===== config.mk =====
export PLATFORM = sky130hd
export DESIGN_NAME = rbf_mean
export DESIGN_NICKNAME = d
export VERILOG_FILES = /design/src/design/rbf_pkg.sv /design/src/design/rbf_mean.sv
export SDC_FILE = /design/constraint.sdc
export NUM_CORES = 1
export LEC_CHECK = 0
export BUFFER_PORTS_ARGS = -buffer_cell sky130_fd_sc_hd__buf_2
export CAP_MARGIN = 30
export CORE_MARGIN = 8
export CORE_UTILIZATION = 25
export DETAILED_ROUTE_END_ITERATION = 8
export GPL_ROUTABILITY_DRIVEN = 0
export PLACE_DENSITY = 0.48
export REMOVE_ABC_BUFFERS = 1
export SETUP_SLACK_MARGIN = 0.1
export SYNTH_ARGS = -nofsm -noshare
export SYNTH_HDL_FRONTEND = slang
export SYNTH_SLANG_ARGS = --single-unit
export TNS_END_PERCENT = 100

===== constraint.sdc =====
create_clock -name vclk -period 3.76
set_input_delay 0.564 -clock vclk [all_inputs]
set_output_delay 0.564 -clock vclk [all_outputs]
set_load 0.1 [all_outputs]

===== src/design/rbf_pkg.sv =====
// Shared constants and types for the RGBA5551 2x2 box filter.
// Used by rbf_line_buf, rbf_mean and the top level rgba5551_box_filter_2x2.
// No dependencies.
package rbf_pkg;

    // Default frame geometry.
    localparam int FRAME_WIDTH_DEF  = 320;
    localparam int FRAME_HEIGHT_DEF = 240;

    // Pixel format: red 15-11, green 10-6, blue 5-1, alpha 0.
    localparam int PIXEL_W   = 16;
    localparam int CHAN_W    = 5;
    localparam int RED_LSB   = 11;
    localparam int GREEN_LSB = 6;
    localparam int BLUE_LSB  = 1;

    typedef logic [PIXEL_W-1:0] pixel_t;
    typedef logic [CHAN_W-1:0]  chan_t;

    // Result position fields.
    localparam int ROW_OUT_W = 8;
    localparam int COL_OUT_W = 9;

    // Output tdata: out_row, out_col, out_pixel, padded to whole bytes.
    localparam int OUT_FIELDS_W = ROW_OUT_W + COL_OUT_W + PIXEL_W;
    localparam int OUT_TDATA_W  = ((OUT_FIELDS_W + 7) / 8) * 8;

    // Configuration port.
    localparam int CFG_IDX_W  = 1;
    localparam int CFG_DATA_W = 9;

    localparam logic [CFG_IDX_W-1:0] REG_REGION_ROWS = 1'd0;
    localparam logic [CFG_IDX_W-1:0] REG_REGION_COLS = 1'd1;

endpackage


===== src/design/rbf_mean.sv =====
// Per-channel truncated mean of four RGBA5551 pixels, alpha forced to zero.
// Depends on rbf_pkg for the pixel layout.
// Purely combinational; sits between the input stage and the result register.
module rbf_mean (
    input  rbf_pkg::pixel_t  upper_left,
    input  rbf_pkg::pixel_t  above,
    input  rbf_pkg::pixel_t  left,
    input  rbf_pkg::pixel_t  current,
    output rbf_pkg::pixel_t  avg
);

    localparam int SUM_W = rbf_pkg::CHAN_W + 2;

    function automatic rbf_pkg::chan_t chan_mean(
        input rbf_pkg::pixel_t a,
        input rbf_pkg::pixel_t b,
        input rbf_pkg::pixel_t c,
        input rbf_pkg::pixel_t d,
        input int              lsb
    );
        logic [SUM_W-1:0] sum;
        sum = SUM_W'(a[lsb +: rbf_pkg::CHAN_W]) + SUM_W'(b[lsb +: rbf_pkg::CHAN_W])
            + SUM_W'(c[lsb +: rbf_pkg::CHAN_W]) + SUM_W'(d[lsb +: rbf_pkg::CHAN_W]);
        return sum[SUM_W-1:2];
    endfunction

    rbf_pkg::chan_t red_mean;
    rbf_pkg::chan_t green_mean;
    rbf_pkg::chan_t blue_mean;

    // Each color channel is averaged on its own; the sum is divided by four.
    always_comb
    begin
        red_mean   = chan_mean(upper_left, above, left, current, rbf_pkg::RED_LSB);
        green_mean = chan_mean(upper_left, above, left, current, rbf_pkg::GREEN_LSB);
        blue_mean  = chan_mean(upper_left, above, left, current, rbf_pkg::BLUE_LSB);
    end

    assign avg = {red_mean, green_mean, blue_mean, 1'b0};

endmodule


==> results.toml <==
[synthesis]
synthesis.area_per_instance_um2 = 8.323
netlist_area_um2 = 1315
yosys_warnings = 0
ys_types = 23
synth_top_cells_by_area = "fa_1 46%, inv_1 23%, ha_1 11%"
syn-instance-count = 158
yosysSeqAreaShare_pct = 0
synth_top_area_share_pct = 45.67
synthDominantAreaCellType = "fa_1"

[detailed_routing]
routed_wire_length_per_instance_um = 9.571
dr_total_vias = 1144
drt_iter0_drc = 16
vias_per_cell = 3.714
number_of_antenna_violating_nets_in_the_routed_design = 0
drt_first_pass_iters = 3
routed_wl_mm = 2.948
drc_markers = 0

[grt]
globalRoute.totalOverflow = 0
first_global_vias = 1235
globalRouteTotalUtil_pct = 7.775
grt_first_pass_wirelength_mm = 5.064
grt_max_degree = 6
grt_antenna_before_repair = 0

[setup_path]
critical_path_class = "in -> out"
worst_ep_required_time_ns = 3.20
cp_data_arrival_time_ns = 3.01
worst-path-max-fanout = 4
critical_path.startpoint_type = "primary input"
worstSetupEndpointType = "output pin"
critical_path.startpoint = "upper_left[10]"

[final_layout]
area_growth_pct = 57.28
insertedDiodeCount = 0
layout.clock_buffers = 0
nFlopsAndLatches = 0
layout.cells.most_common_list = "76 x inv_1, 62 x buf_2, 27 x fa_1, 11 x ha_1"
final_layout_size_suffix_gt1_share_pct = 40.76
num-nets-final = 346
regArea_um2 = 0
final_cells = 308
num-fill-cells = 529
layout.cells.most_common = "inv_1"
multi_input_area_um2 = 1069

[sta]
share_of_the_cycle_needed_by_the_critical_path_after_routing_pct = 95.11
final_max_slew_viols = 0
layout_setup_ws_ns = 0.1840
final.hold.worst_slack_ns = 1.820
fin_setup_tns_ns = 0
max_clock_freq_ghz = 0.2796
final_hold_viol_count = 0
rsz_0062_raised_after_global_routing = "true"
total_setup_violations_reported_at_the_end_of_the_flow = 0
final.min_clock_period_ns = 3.576

[hold_path]
timing.hold.worst.start = "left[5]"
min-delay-path-class = "in -> out"
hold_path_depth = 5
timing.hold.worst_endpoint = "avg[5]"

[place]
place.detailed.instances = 307
dp_worst_setup_slack_ns = 0.06920
hpwl_mm = 2.904
buffer_ports.inserted = 75

[clocking]
cts_hold_buf = 0

[floorplan]
ioPinCount = 80
fp.dieArea_um2 = 7837
chipHeight_um = 88.53
core_um2 = 5107
start_util_pct = 25.75
core.rowCount = 26
die_x_um = 88.53

[pwr]
ir_drop_uv = 656.6
post-layout-total-power_mw = 1.633
leakagePower_nw = 1.272
pwr_density_cell_nw_per_um2 = 789.8

[run]
max_cap_violations = 0

[outcome]
status = "finished, final reports clean"
[cells by family after synthesis]
| group | Yosys count | share of synthesized area, % |
|---|---|---|
| AOI/OAI and AO/OA | 17 | 9.324 |
| xor gates and xnor gates | 9 | 5.995 |
| adders and majority gates | 42 | 57.09 |
| buffers and inverters | 80 | 23.12 |
| other | 1 | 0.2852 |
| and+or+nand+nor | 9 | 4.186 |
[worst max-delay path by stage]
stage	endpoint
2_1_floorplan	avg[4]
3_3_place_gp	avg[4]
3_5_place_dp	avg[4]
4_1_cts	avg[4]
5_1_grt	avg[9]
6_report	avg[10]
[report_power, final]
part	internal (mW)	total (mW)	switching [mW]
Clock	0	0	0
Sequential	0	0	0
Combinational	0.588	1.63	1.05
[cell type report]
class	instances	share of cell area (%)
Timing Repair Buffer	81	29.76
Inverter	79	14.34
Tap cell	70	4.235
Multi-Input combinational cell	78	51.66
[stage by stage]
step           area [um^2]  utilization [%]
4_1_cts               1982            38.80
5_1_grt               2068            40.49
2_1_floorplan         1308                -
3_5_place_dp          1958            38.34
6_report              2068            40.49
3_3_place_gp          1958            38.34
[worst max-delay path, stage by stage]
cell and delay (ns):
buf_2 0.07, inv_1 0.04, fa_1 0.52, fa_1 0.52
inv_1 0.04, ha_1 0.34, and3_1 0.19, a221o_1 0.32
a21o_1 0.21, buf_6 0.19
[cell usage after synthesis]
cell,n
a21o_1,6
a21oi_1,3
nand2_1,1
buf_4,1
and3_1,1
xnor2_1,6
nand3b_1,1
xor2_1,3
a22oi_1,1
conb_1,1
nand3_1,1
inv_1,79
a21o_2,1
fa_1,30
o21ai_0,1
and3_2,1
o221ai_1,1
nor2_1,1
nor3b_1,2
nand2b_1,1
a31oi_1,2
a221o_1,2
ha_1,12
[routing by layer]
layer	global-route usage, %	share of wire, %
met1	9.630	42
met2	14.94	54
met3	0.5571	4.3
met4	0	0
met5	0	0
[what timing repair did]
| action | 4_1_cts | 5_1_grt |
|---|---|---|
| setup buffers | 0 | 1 |
| resized for setup | 5 | 17 |
| endpoints found under the setup margin | 3 | 5 |
| pin swaps | 2 | 6 |
Power figures use the tool's default switching activity.
